$ cat src/sv/usb_hid_pkg.sv
// Shared types, request codes and the descriptor ROM for the HID keyboard
// endpoint-0 responder. No dependencies; imported by every other file.
`default_nettype none
package usb_hid_pkg;

  typedef enum logic [1:0] {
    MODE_SETUP     = 2'd0,
    MODE_IN_DONE   = 2'd1,
    MODE_OUT_DONE  = 2'd2,
    MODE_BUS_RESET = 2'd3
  } mode_t;

  typedef enum logic [1:0] {
    KIND_DATA  = 2'd0,
    KIND_ZLP   = 2'd1,
    KIND_STALL = 2'd2,
    KIND_NONE  = 2'd3
  } kind_t;

  typedef enum logic {
    ST_IDLE = 1'b0,
    ST_RUN  = 1'b1
  } state_t;

  localparam logic [7:0] REQ_SET_ADDRESS    = 8'h05;
  localparam logic [7:0] REQ_GET_DESCRIPTOR = 8'h06;
  localparam logic [7:0] REQ_SET_CONFIG     = 8'h09;
  localparam logic [7:0] REQ_SET_IDLE       = 8'h0A;
  localparam logic [7:0] RTYPE_CLASS_IFACE  = 8'h21;

  localparam logic [7:0] DT_DEVICE = 8'h01;
  localparam logic [7:0] DT_CONFIG = 8'h02;
  localparam logic [7:0] DT_STRING = 8'h03;
  localparam logic [7:0] DT_REPORT = 8'h22;

  localparam int ADDR_W  = 7;
  localparam int COUNT_W = 6;
  localparam int ROM_AW  = 8;
  localparam int ROM_DEPTH = 169;

  // Descriptor sizes in bytes
  localparam logic [COUNT_W-1:0] SZ_DEVICE  = 6'd18;
  localparam logic [COUNT_W-1:0] SZ_CONFIG  = 6'd34;
  localparam logic [COUNT_W-1:0] SZ_REPORT  = 6'd63;
  localparam logic [COUNT_W-1:0] SZ_LANG    = 6'd4;
  localparam logic [COUNT_W-1:0] SZ_MAKER   = 6'd14;
  localparam logic [COUNT_W-1:0] SZ_PRODUCT = 6'd36;

  // Start offsets of each descriptor in the packed ROM
  localparam logic [ROM_AW-1:0] BASE_DEVICE  = 8'd0;
  localparam logic [ROM_AW-1:0] BASE_CONFIG  = 8'd18;
  localparam logic [ROM_AW-1:0] BASE_REPORT  = 8'd52;
  localparam logic [ROM_AW-1:0] BASE_LANG    = 8'd115;
  localparam logic [ROM_AW-1:0] BASE_MAKER   = 8'd119;
  localparam logic [ROM_AW-1:0] BASE_PRODUCT = 8'd133;

  localparam logic [7:0] DESC_ROM [ROM_DEPTH] = '{
    // device
    8'h12, 8'h01, 8'h00, 8'h02, 8'h00, 8'h00, 8'h00, 8'h40,
    8'h83, 8'h04, 8'h22, 8'h22, 8'h00, 8'h02, 8'h01, 8'h02,
    8'h00, 8'h01,
    // configuration, interface, HID, endpoint
    8'h09, 8'h02, 8'h22, 8'h00, 8'h01, 8'h01, 8'h00, 8'hE0, 8'h32,
    8'h09, 8'h04, 8'h00, 8'h00, 8'h01, 8'h03, 8'h01, 8'h01, 8'h00,
    8'h09, 8'h21, 8'h11, 8'h01, 8'h00, 8'h01, 8'h22, 8'h3F, 8'h00,
    8'h07, 8'h05, 8'h81, 8'h03, 8'h08, 8'h00, 8'h0A,
    // report
    8'h05, 8'h01, 8'h09, 8'h06, 8'hA1, 8'h01, 8'h05, 8'h07, 8'h19, 8'hE0,
    8'h29, 8'hE7, 8'h15, 8'h00, 8'h25, 8'h01, 8'h75, 8'h01, 8'h95, 8'h08,
    8'h81, 8'h02, 8'h95, 8'h01, 8'h75, 8'h08, 8'h81, 8'h03, 8'h95, 8'h05,
    8'h75, 8'h01, 8'h05, 8'h08, 8'h19, 8'h01, 8'h29, 8'h05, 8'h91, 8'h02,
    8'h95, 8'h01, 8'h75, 8'h03, 8'h91, 8'h03, 8'h95, 8'h06, 8'h75, 8'h08,
    8'h15, 8'h00, 8'h25, 8'h65, 8'h05, 8'h07, 8'h19, 8'h00, 8'h29, 8'h65,
    8'h81, 8'h00, 8'hC0,
    // string 0: language IDs
    8'h04, 8'h03, 8'h09, 8'h04,
    // string 1: manufacturer
    8'h0E, 8'h03, 8'h72, 8'h00, 8'h69, 8'h00, 8'h63, 8'h00,
    8'h68, 8'h00, 8'h61, 8'h00, 8'h64, 8'h00,
    // string 2: product
    8'h24, 8'h03, 8'h72, 8'h00, 8'h69, 8'h00, 8'h63, 8'h00,
    8'h68, 8'h00, 8'h61, 8'h00, 8'h64, 8'h00, 8'h27, 8'h00,
    8'h73, 8'h00, 8'h20, 8'h00, 8'h4B, 8'h00, 8'h65, 8'h00,
    8'h79, 8'h00, 8'h62, 8'h00, 8'h6F, 8'h00, 8'h61, 8'h00,
    8'h72, 8'h00, 8'h64, 8'h00
  };

  // What one accepted event asks the sequencer to do
  typedef struct packed {
    logic                  stream;     // emit descriptor bytes
    kind_t                 kind;       // reply when not streaming
    logic [ROM_AW-1:0]     base;
    logic [COUNT_W-1:0]    last_idx;
    logic                  set_pending;
    logic [ADDR_W-1:0]     pending_val;
    logic                  set_config;
    logic                  activate;
    logic                  clear_all;
  } plan_t;

endpackage
`default_nettype wire

$ cat src/sv/usb_hid_control_request_responder.sv
// Endpoint-0 responder for a HID keyboard; one event per input transfer.
// The accepted event is registered as a plan; its first result is then loaded into the output register.
// Descriptor replies give one byte per cycle while the output is not stalled, from a shared ROM
// read port under a byte counter, up to 63 bytes per reply; other events give a single result.
// Input is held off until the last result is loaded.
// Reset (rst, synchronous): address, pending address, configuration clear.
`default_nettype none
module usb_hid_control_request_responder (
  input  wire logic        clk,
  input  wire logic        rst,
  input  wire logic        in_valid,
  output      logic        in_ready,
  input  wire logic [1:0]  mode,
  input  wire logic [7:0]  request_type,
  input  wire logic [7:0]  request_code,
  input  wire logic [15:0] request_value,
  input  wire logic [15:0] request_length,
  output      logic        out_valid,
  input  wire logic        out_ready,
  output      logic [1:0]  reply_kind,
  output      logic [7:0]  data_byte,
  output      logic        last,
  output      logic [6:0]  device_address,
  output      logic        configured
);
  import usb_hid_pkg::*;

  plan_t              plan;
  state_t             state, state_next;
  logic [ADDR_W-1:0]  pending_address;
  logic [ADDR_W-1:0]  active_address;
  logic               config_done;
  logic               run_stream;
  kind_t              run_kind;
  logic [ROM_AW-1:0]  run_base;
  logic [COUNT_W-1:0] run_last;
  logic [COUNT_W-1:0] idx;
  logic               out_valid_next;
  logic               accept;
  logic               load;
  logic               final_item;
  logic [ROM_AW-1:0]  rom_addr;
  kind_t              out_kind;

  usb_hid_decode u_decode (
    .mode           (mode),
    .request_type   (request_type),
    .request_code   (request_code),
    .request_value  (request_value),
    .request_length (request_length),
    .plan           (plan)
  );

  assign accept     = in_valid && in_ready;
  assign final_item = !run_stream || (idx == run_last);
  assign rom_addr   = run_base + {2'b00, idx};

  always_comb begin
    state_next     = state;
    in_ready       = (state == ST_IDLE);
    out_valid_next = out_valid && !out_ready;
    load           = 1'b0;
    unique case (state)
      ST_IDLE: begin
        if (in_valid) begin
          state_next = ST_RUN;
        end
      end
      ST_RUN: begin
        // Fill the output register whenever it is free
        if (!out_valid || out_ready) begin
          load           = 1'b1;
          out_valid_next = 1'b1;
          if (final_item) begin
            state_next = ST_IDLE;
          end
        end
      end
      default: state_next = ST_IDLE;
    endcase
  end

  always_ff @(posedge clk) begin
    if (rst) begin
      state           <= ST_IDLE;
      out_valid       <= 1'b0;
      pending_address <= '0;
      active_address  <= '0;
      config_done     <= 1'b0;
    end else begin
      state     <= state_next;
      out_valid <= out_valid_next;
      if (accept) begin
        if (plan.clear_all) begin
          pending_address <= '0;
          active_address  <= '0;
          config_done     <= 1'b0;
        end
        if (plan.activate && pending_address != '0) begin
          active_address  <= pending_address;
          pending_address <= '0;
        end
        if (plan.set_pending) begin
          pending_address <= plan.pending_val;
        end
        if (plan.set_config) begin
          config_done <= 1'b1;
        end
      end
    end
  end

  // Plan and output payload
  always_ff @(posedge clk) begin
    if (accept) begin
      run_stream <= plan.stream;
      run_kind   <= plan.kind;
      run_base   <= plan.base;
      run_last   <= plan.last_idx;
      idx        <= '0;
    end else if (load) begin
      idx <= idx + 6'd1;
    end
    if (load) begin
      out_kind       <= run_kind;
      data_byte      <= run_stream ? DESC_ROM[rom_addr] : 8'h00;
      last           <= final_item;
      device_address <= active_address;
      configured     <= config_done;
    end
  end

  assign reply_kind = out_kind;

endmodule
`default_nettype wire

$ cat src/sv/usb_hid_decode.sv
// Decodes one bus event (setup packet or completion) into a plan for the
// sequencer: reply kind, descriptor window and state effects. Uses usb_hid_pkg.
`default_nettype none
module usb_hid_decode (
  input  wire logic [1:0]        mode,
  input  wire logic [7:0]        request_type,
  input  wire logic [7:0]        request_code,
  input  wire logic [15:0]       request_value,
  input  wire logic [15:0]       request_length,
  output usb_hid_pkg::plan_t     plan
);
  import usb_hid_pkg::*;

  logic [7:0]         dtype;
  logic [7:0]         dindex;
  logic               desc_ok;
  logic               clip;
  logic [COUNT_W-1:0] size;
  logic [ROM_AW-1:0]  base;
  logic [COUNT_W-1:0] count;

  assign dtype  = request_value[15:8];
  assign dindex = request_value[7:0];

  // Descriptor lookup
  always_comb begin
    desc_ok = 1'b1;
    clip    = 1'b1;
    size    = SZ_DEVICE;
    base    = BASE_DEVICE;
    priority if (dtype == DT_DEVICE) begin
      clip = 1'b0;
    end else if (dtype == DT_CONFIG) begin
      size = SZ_CONFIG;
      base = BASE_CONFIG;
    end else if (dtype == DT_REPORT) begin
      size = SZ_REPORT;
      base = BASE_REPORT;
    end else if (dtype == DT_STRING && dindex == 8'd0) begin
      size = SZ_LANG;
      base = BASE_LANG;
    end else if (dtype == DT_STRING && dindex == 8'd1) begin
      size = SZ_MAKER;
      base = BASE_MAKER;
    end else if (dtype == DT_STRING && dindex == 8'd2) begin
      size = SZ_PRODUCT;
      base = BASE_PRODUCT;
    end else begin
      desc_ok = 1'b0;
    end
  end

  // Clip to wLength except for the device descriptor
  assign count = (clip && (request_length < {10'd0, size})) ? request_length[COUNT_W-1:0]
                                                             : size;

  always_comb begin
    plan             = '0;
    plan.kind        = KIND_NONE;
    plan.base        = base;
    plan.last_idx    = count - 6'd1;
    plan.pending_val = request_value[ADDR_W-1:0];
    unique case (mode_t'(mode))
      MODE_BUS_RESET: plan.clear_all = 1'b1;
      MODE_IN_DONE:   plan.activate  = 1'b1;
      MODE_OUT_DONE:  plan.kind      = KIND_NONE;
      MODE_SETUP: begin
        priority if (request_code == REQ_GET_DESCRIPTOR) begin
          priority if (!desc_ok) begin
            plan.kind = KIND_STALL;
          end else if (count == '0) begin
            plan.kind = KIND_ZLP;
          end else begin
            plan.stream = 1'b1;
            plan.kind   = KIND_DATA;
          end
        end else if (request_code == REQ_SET_ADDRESS) begin
          plan.set_pending = 1'b1;
          plan.kind        = KIND_ZLP;
        end else if (request_code == REQ_SET_CONFIG) begin
          plan.set_config = 1'b1;
          plan.kind       = KIND_ZLP;
        end else if (request_type == RTYPE_CLASS_IFACE && request_code == REQ_SET_IDLE) begin
          plan.kind = KIND_ZLP;
        end else begin
          plan.kind = KIND_STALL;
        end
      end
      default: plan.kind = KIND_NONE;
    endcase
  end

endmodule
`default_nettype wire

$ cat config.mk
export PLATFORM = sky130hd
export DESIGN_NAME = usb_hid_control_request_responder
export DESIGN_NICKNAME = d
export VERILOG_FILES = /design/src/sv/usb_hid_pkg.sv /design/src/sv/usb_hid_control_request_responder.sv /design/src/sv/usb_hid_decode.sv
export SDC_FILE = /design/constraint.sdc
export NUM_CORES = 1
export LEC_CHECK = 0
export ABC_AREA = 1
export BUFFER_PORTS_ARGS = -buffer_cell sky130_fd_sc_hd__buf_2
export CORE_MARGIN = 2
export CORE_UTILIZATION = 42
export CTS_CLUSTER_SIZE = 25
export DETAILED_ROUTE_END_ITERATION = 10
export PLACE_DENSITY = 0.68
export REMOVE_ABC_BUFFERS = 1
export SYNTH_ARGS = -nofsm -noshare
export SYNTH_HDL_FRONTEND = slang
export SYNTH_HIERARCHICAL = 1
export SYNTH_SLANG_ARGS = --single-unit
export TNS_END_PERCENT = 1
$ cat constraint.sdc
create_clock -name clk -period 2.8 [get_ports clk]
set_clock_uncertainty 0.15 [all_clocks]
set_input_delay 0.56 -clock clk [delete_from_list [all_inputs] [get_ports clk]]
set_output_delay 0.56 -clock clk [all_outputs]
set_load 0.005 [all_outputs]
# After elaboration in Yosys (flattened, before gate mapping)
# Memory sizes are Yosys's and may differ from the RTL's. A register that Yosys moved wholly into a read port is not among the register bits.
# Index checks and enable logic that the tools add are counted.
[word_totals]
regBits = 51
mem_bits_ro = 2048
inputBits = 54
output_inout_bits = 21
wordCells = 115
memories = 1
[classes]
add_sub_neg = 3
magnitude_cmp = 1
eq_ne = 14
mux = 49
bitwise = 2
reduce_logical = 28
[mem_list]
columns = ["name", "depth", "word_bits", "rd", "rd_clocked_by_memory_dff", "wr", "line", "source"]
rows = [
  ["(no name shown)", 256, 8, 1, 1, 0, "usb_hid_control_request_responder.sv:126", "data_byte <= run_stream ? DESC_ROM[rom_addr] : 8'h00;"],
]
[ops]
columns = ["operator", "n"]
rows = [
  ["6-bit 2-to-1 mux", 8],
  ["7-bit 2-to-1 mux", 6],
  ["1-bit 2-to-1 mux", 27],
  ["8-bit by 2-bit == test with 1-bit output, second input constant", 3],
  ["8-bit by 1-bit == test with 1-bit output, second input constant", 2],
  ["8-bit by 3-bit == test with 1-bit output, second input constant", 2],
  ["8-bit by 4-bit == test with 1-bit output, second input constant", 2],
  ["8-bit by 6-bit == test with 1-bit output, second input constant", 2],
  ["16-bit by 6-bit < comparator with 1-bit output", 1],
  ["2-bit 2-to-1 mux", 5],
  ["8-bit NOT with 9-bit output", 1],
  ["8-bit by 6-bit adder with 8-bit output", 1],
  ["1-bit logical AND", 8],
  ["8-bit zero test", 1],
  ["8-bit 2-to-1 mux", 1],
  ["7-bit nonzero test", 1],
  ["6-bit by 1-bit adder with 6-bit output, second input constant", 1],
  ["6-bit == test", 1],
  ["6-bit zero test", 1],
  ["2-bit AND reduction", 3],
  ["6-bit by 1-bit subtractor with 6-bit output, second input constant", 1],
  ["5-bit 2-to-1 mux", 1],
  ["5-bit OR reduction", 1],
  ["1-bit zero test", 4],
  ["other kinds (11)", 13],
]

# Longest topological paths before layout
[depth]
depth_word = 15
mapped_depth = 19
mapped_depth_nobuf = 19

# Hierarchy
# The synthesis kept the hierarchy.
[by_module_without_submodules]
columns = ["module", "n_inst", "cells_each", "area_per_inst_um2", "seq_area_each_um2"]
rows = [
  ["usb_hid_control_request_responder", 1, 610, 4231.6, 1541.5],
  ["usb_hid_decode", 1, 160, 855.8, 0.0],
]

# Worst setup path before layout
# No wires, ideal clock.
[synth_timing]
path_kind = "input -> register"
start = "in request_value[13]"
end = "reg run_last[4], data pin"
setup_time_ps = 257
t_arrival_ps = 2423
path_slack_ps = -30
path_stages = 17
path_buffers = 0
path_cell_list = "nor2_2 -> nand3_2 -> nor2_4 -> nand2_2 -> inv_1 -> nor3_1 -> ha_1 -> nand2_1 -> nand4_1 -> nor2_4 -> nand2_4 -> nand2_1 -> nand2_1 -> inv_1 -> ha_1 -> nand2_1 -> xor2_1"
[synth_lines]
columns = ["element", "line", "source"]
rows = [
  ["start: declaration", "usb_hid_control_request_responder.sv:16", "input wire logic [15:0] request_value,"],
  ["end signal: assignment", "usb_hid_control_request_responder.sv:119", "run_last <= plan.last_idx;"],
  ["end: declaration", "usb_hid_control_request_responder.sv:36", "logic [COUNT_W-1:0] run_last;"],
]

==> results.json <==
{
  "status": "finished, final reports clean",
  "synth_top_cell_area_share_pct": 21.2,
  "yosysWarnings": 6,
  "finalPower_mw": 3.40,
  "layout_min_cycle_time_ns": 2.75,
  "start_util_pct": 42.7,
  "hold_viol_final": 0,
  "routed_wl_um": 14700,
  "endpoint_kind": "flop",
  "cts_buffers": 9,
  "grt.total_usage_pct": 21.8,
  "max-vdd-ir-drop_uv": 316,
  "rows": 40,
  "antennaDiodeCount": 0,
  "grt_pass1_vias": 4938,
  "power_density_mw_per_mm2": 497,
  "synth-edff-count": 36,
  "hold_ws_ns": 0.263,
  "hpwl_um": 10600,
  "worst_slack_ns": 0.0541,
  "clock-sinks": 59,
  "io_buffers": 74,
  "worst_pin_slew_ns": 0.548,
  "ys_types": 42,
  "synth_ff_type": "edfxtp_1",
  "path_cells": "buf_6 > nor2_4 > nand3_2 > nor2_4 > nand2_2 > inv_2 > nor3_4 > ha_1 > nand2_1 > nand4_1 > nor2_4 > nand2_4 > nand2_4 > nand2_4 > inv_4 > ha_4 > nand2_2 > xor2_1",
  "multi_input_area_mm2": 0.00336,
  "hold_depth": 0,
  "synth.most_common_cell": "nand2_1",
  "post_drt_wl_per_cell_um": 13.9,
  "power.leakage_nw": 3.38,
  "synthTopCellsByArea": "edfxtp_1 21%, nand2_1 17%, nand3_1 13%",
  "slowest_stage": "ha_1",
  "globalplace.congestion": 0.947,
  "cts_tree": "done",
  "via_count": 5525,
  "design.die.area_mm2": 0.0130,
  "pre_cts_ws_ns": -0.291,
  "dr_wl_met3_um": 868,
  "slew_headroom_pct": 62.5,
  "clk_path_buf_depth": 2,
  "worst-path-stages": 18,
  "fmax_ghz": 0.364,
  "crit_fanout": 6,
  "dr.pass1.iters": 5,
  "grt_pass1_wl_um": 23100,
  "synth_top_area_cell": "edfxtp_1",
  "via_per_inst": 5.22,
  "ioPinCount": 75,
  "cap_violations": 0,
  "netlist_area_mm2": 0.00509,
  "cts_hold_buf": 0,
  "seq_area_mm2": 0.00154,
  "ys_seq_area_share_pct": 30.3,
  "htreeDepth": 3,
  "highest_layer": "met4",
  "critPathLaunchType": "input pin",
  "period_share_pct": 98.1,
  "crit_arrival_ns": 2.66,
  "r2r_cells": 16,
  "syn_to_final_growth_pct": 34.7,
  "ys_top_cells_by_count": "234 x nand2_1, 131 x nand3_1, 87 x inv_1, 56 x nor2_1, 36 x edfxtp_1",
  "clk_pin_slew_worst_paths_ns": 0.05,
  "die_h_um": 114,
  "route.detailed.drc": 0,
  "synth-seq-cells": 59,
  "first_iter_violations": 476,
  "worstPathBufferInverterCount": 3,
  "gr-total-overflow": 0,
  "num-fill-cells": 1124,
  "async_flop_share_pct": 0,
  "ant_nets": 0,
  "drive_above_1_share_pct": 31.9,
  "netlist_instances": 770,
  "wl_met1_um": 6210,
  "hold_class": "reg2reg",
  "syn_area_per_cell_um2": 6.61,
  "grt_setup_unrepaired": "yes",
  "clockRootBuffer": "clkbuf_16",
  "grt_max_degree": 39,
  "wl_met2_um": 7210,
  "clk_latency_ns": 0.32,
  "fp.dieW_um": 114,
  "setup_viol": 0,
  "final_util_pct": 57.5,
  "critical_path.top_delay_family": "simple AND/OR/NAND/NOR gates",
  "fin_nets": 983,
  "antenna_found_initial": 0,
  "maxSlewViolCount": 0,
  "coreArea_mm2": 0.0119,
  "path_class": "in2reg",
  "cp.required_ns": 2.72,
  "cpPeakStageDelay_ns": 0.31
}
sequential cells by signal, summed over array words and instances (netlist names):
name and flops:
active_address 7, idx 6, last 1, config_done 1, data_byte 8, reply_kind 2
configured 1, state 1, run_stream 1, run_kind 2, run_last 6, run_base 8
pending_address 7, out_valid 1, device_address 7
path summary, 6_finish.rpt:
check	slack, ns	end	start
worst min-delay path	0.26	reply_kind[0]	run_kind[0]
worst min register to register	0.26	reply_kind[0]	run_kind[0]
worst max register to register	0.06	data_byte[0]	run_base[0]
worst max-delay path	0.05	run_last[4]	request_value[10]
routing by layer:
layer	track usage, %	vias up
met5	0	-
met4	8.05	0
met3	3.49	45
met2	36.2	215
met1	28.7	2459
li1	-	2806
kinds of logic (layout without fill, tap and decap cells):
family,count (synthesis),in the layout,share of synthesized area [%]
simple gates,496,496,44.8
buf+inv,128,270,11.7
flops,59,59,30.3
compound gates,55,55,6.05
fa+ha+maj,22,22,5.56
xor+xnor,9,9,1.55
other cells,1,1,0.0737
through the flow:
| step | area (um2) | std cells | TNS, ns |
|---|---|---|---|
| floorplan | 4840 | 735 | -0.162 |
| global placement | 6060 | 1034 | -1.06 |
| detailed placement | 6060 | 1034 | -1.72 |
| CTS | 6350 | 1052 | 0 |
| global route | 6850 | 1059 | -0.478 |
| finish | 6850 | 1059 | 0 |
cells in the final DEF (no fill, tap or decap), types with 4 or more instances in the layout:
cell type	instances
nand2_4	12
nand2_2	24
a21oi_1	24
nand3_2	18
ha_4	8
xor2_1	4
edfxtp_1	36
inv_2	8
dfxtp_1	23
o21ai_0	13
nand2_1	217
buf_12	6
buf_6	8
nand3_4	4
nand3_1	117
nor2_4	13
buf_2	70
inv_1	79
nor3_1	6
a21oi_2	5
inv_4	6
ha_1	12
nor2_2	9
buf_4	77
xnor2_1	5
nand4_1	19
nor4_1	4
clkbuf_16	9
nor2_1	42
o21ai_1	5
what timing repair did:
action | CTS | global route
resized for setup | 2 | 114
cloned | 0 | 0
hold endpoints to repair | 0 | 0
buffers inserted | 2 | 7
endpoints found under the setup margin | 4 | 15
pin swaps | 2 | 39
worst reg2reg max path, stage by stage, from the launching register on:
cell and delay, ns:
edfxtp_1 0.42, ha_4 0.20, fa_2 0.46, buf_6 0.16, buf_4 0.13, buf_4 0.13, ha_1 0.22, inv_1 0.07
nand2_1 0.05, nand2_1 0.05, nand2_1 0.04, nand2_1 0.07, nand3_1 0.09, nand3_2 0.07, nand3_2 0.10, nand2_1 0.08
inv_1 0.03
area by class of cell:
| type | instances | share of cell area [%] |
|---|---|---|
| inverter | 93 | 5.28 |
| multi-input combinational | 583 | 49.0 |
| tap | 147 | 2.68 |
| timing repair buffer | 161 | 16.6 |
| clock buffer | 9 | 3.29 |
| sequential | 59 | 22.5 |
| clock inverter | 7 | 0.639 |
power breakdown:
part | internal [mW] | switching, mW | total, mW | leakage [nW]
combinational | 0.608 | 0.847 | 1.46 | 2.72
clock | 0.592 | 0.373 | 0.965 | 0.129
sequential | 0.963 | 0.0198 | 0.983 | 0.527
No activity file was read; power rests on OpenSTA's default activity.
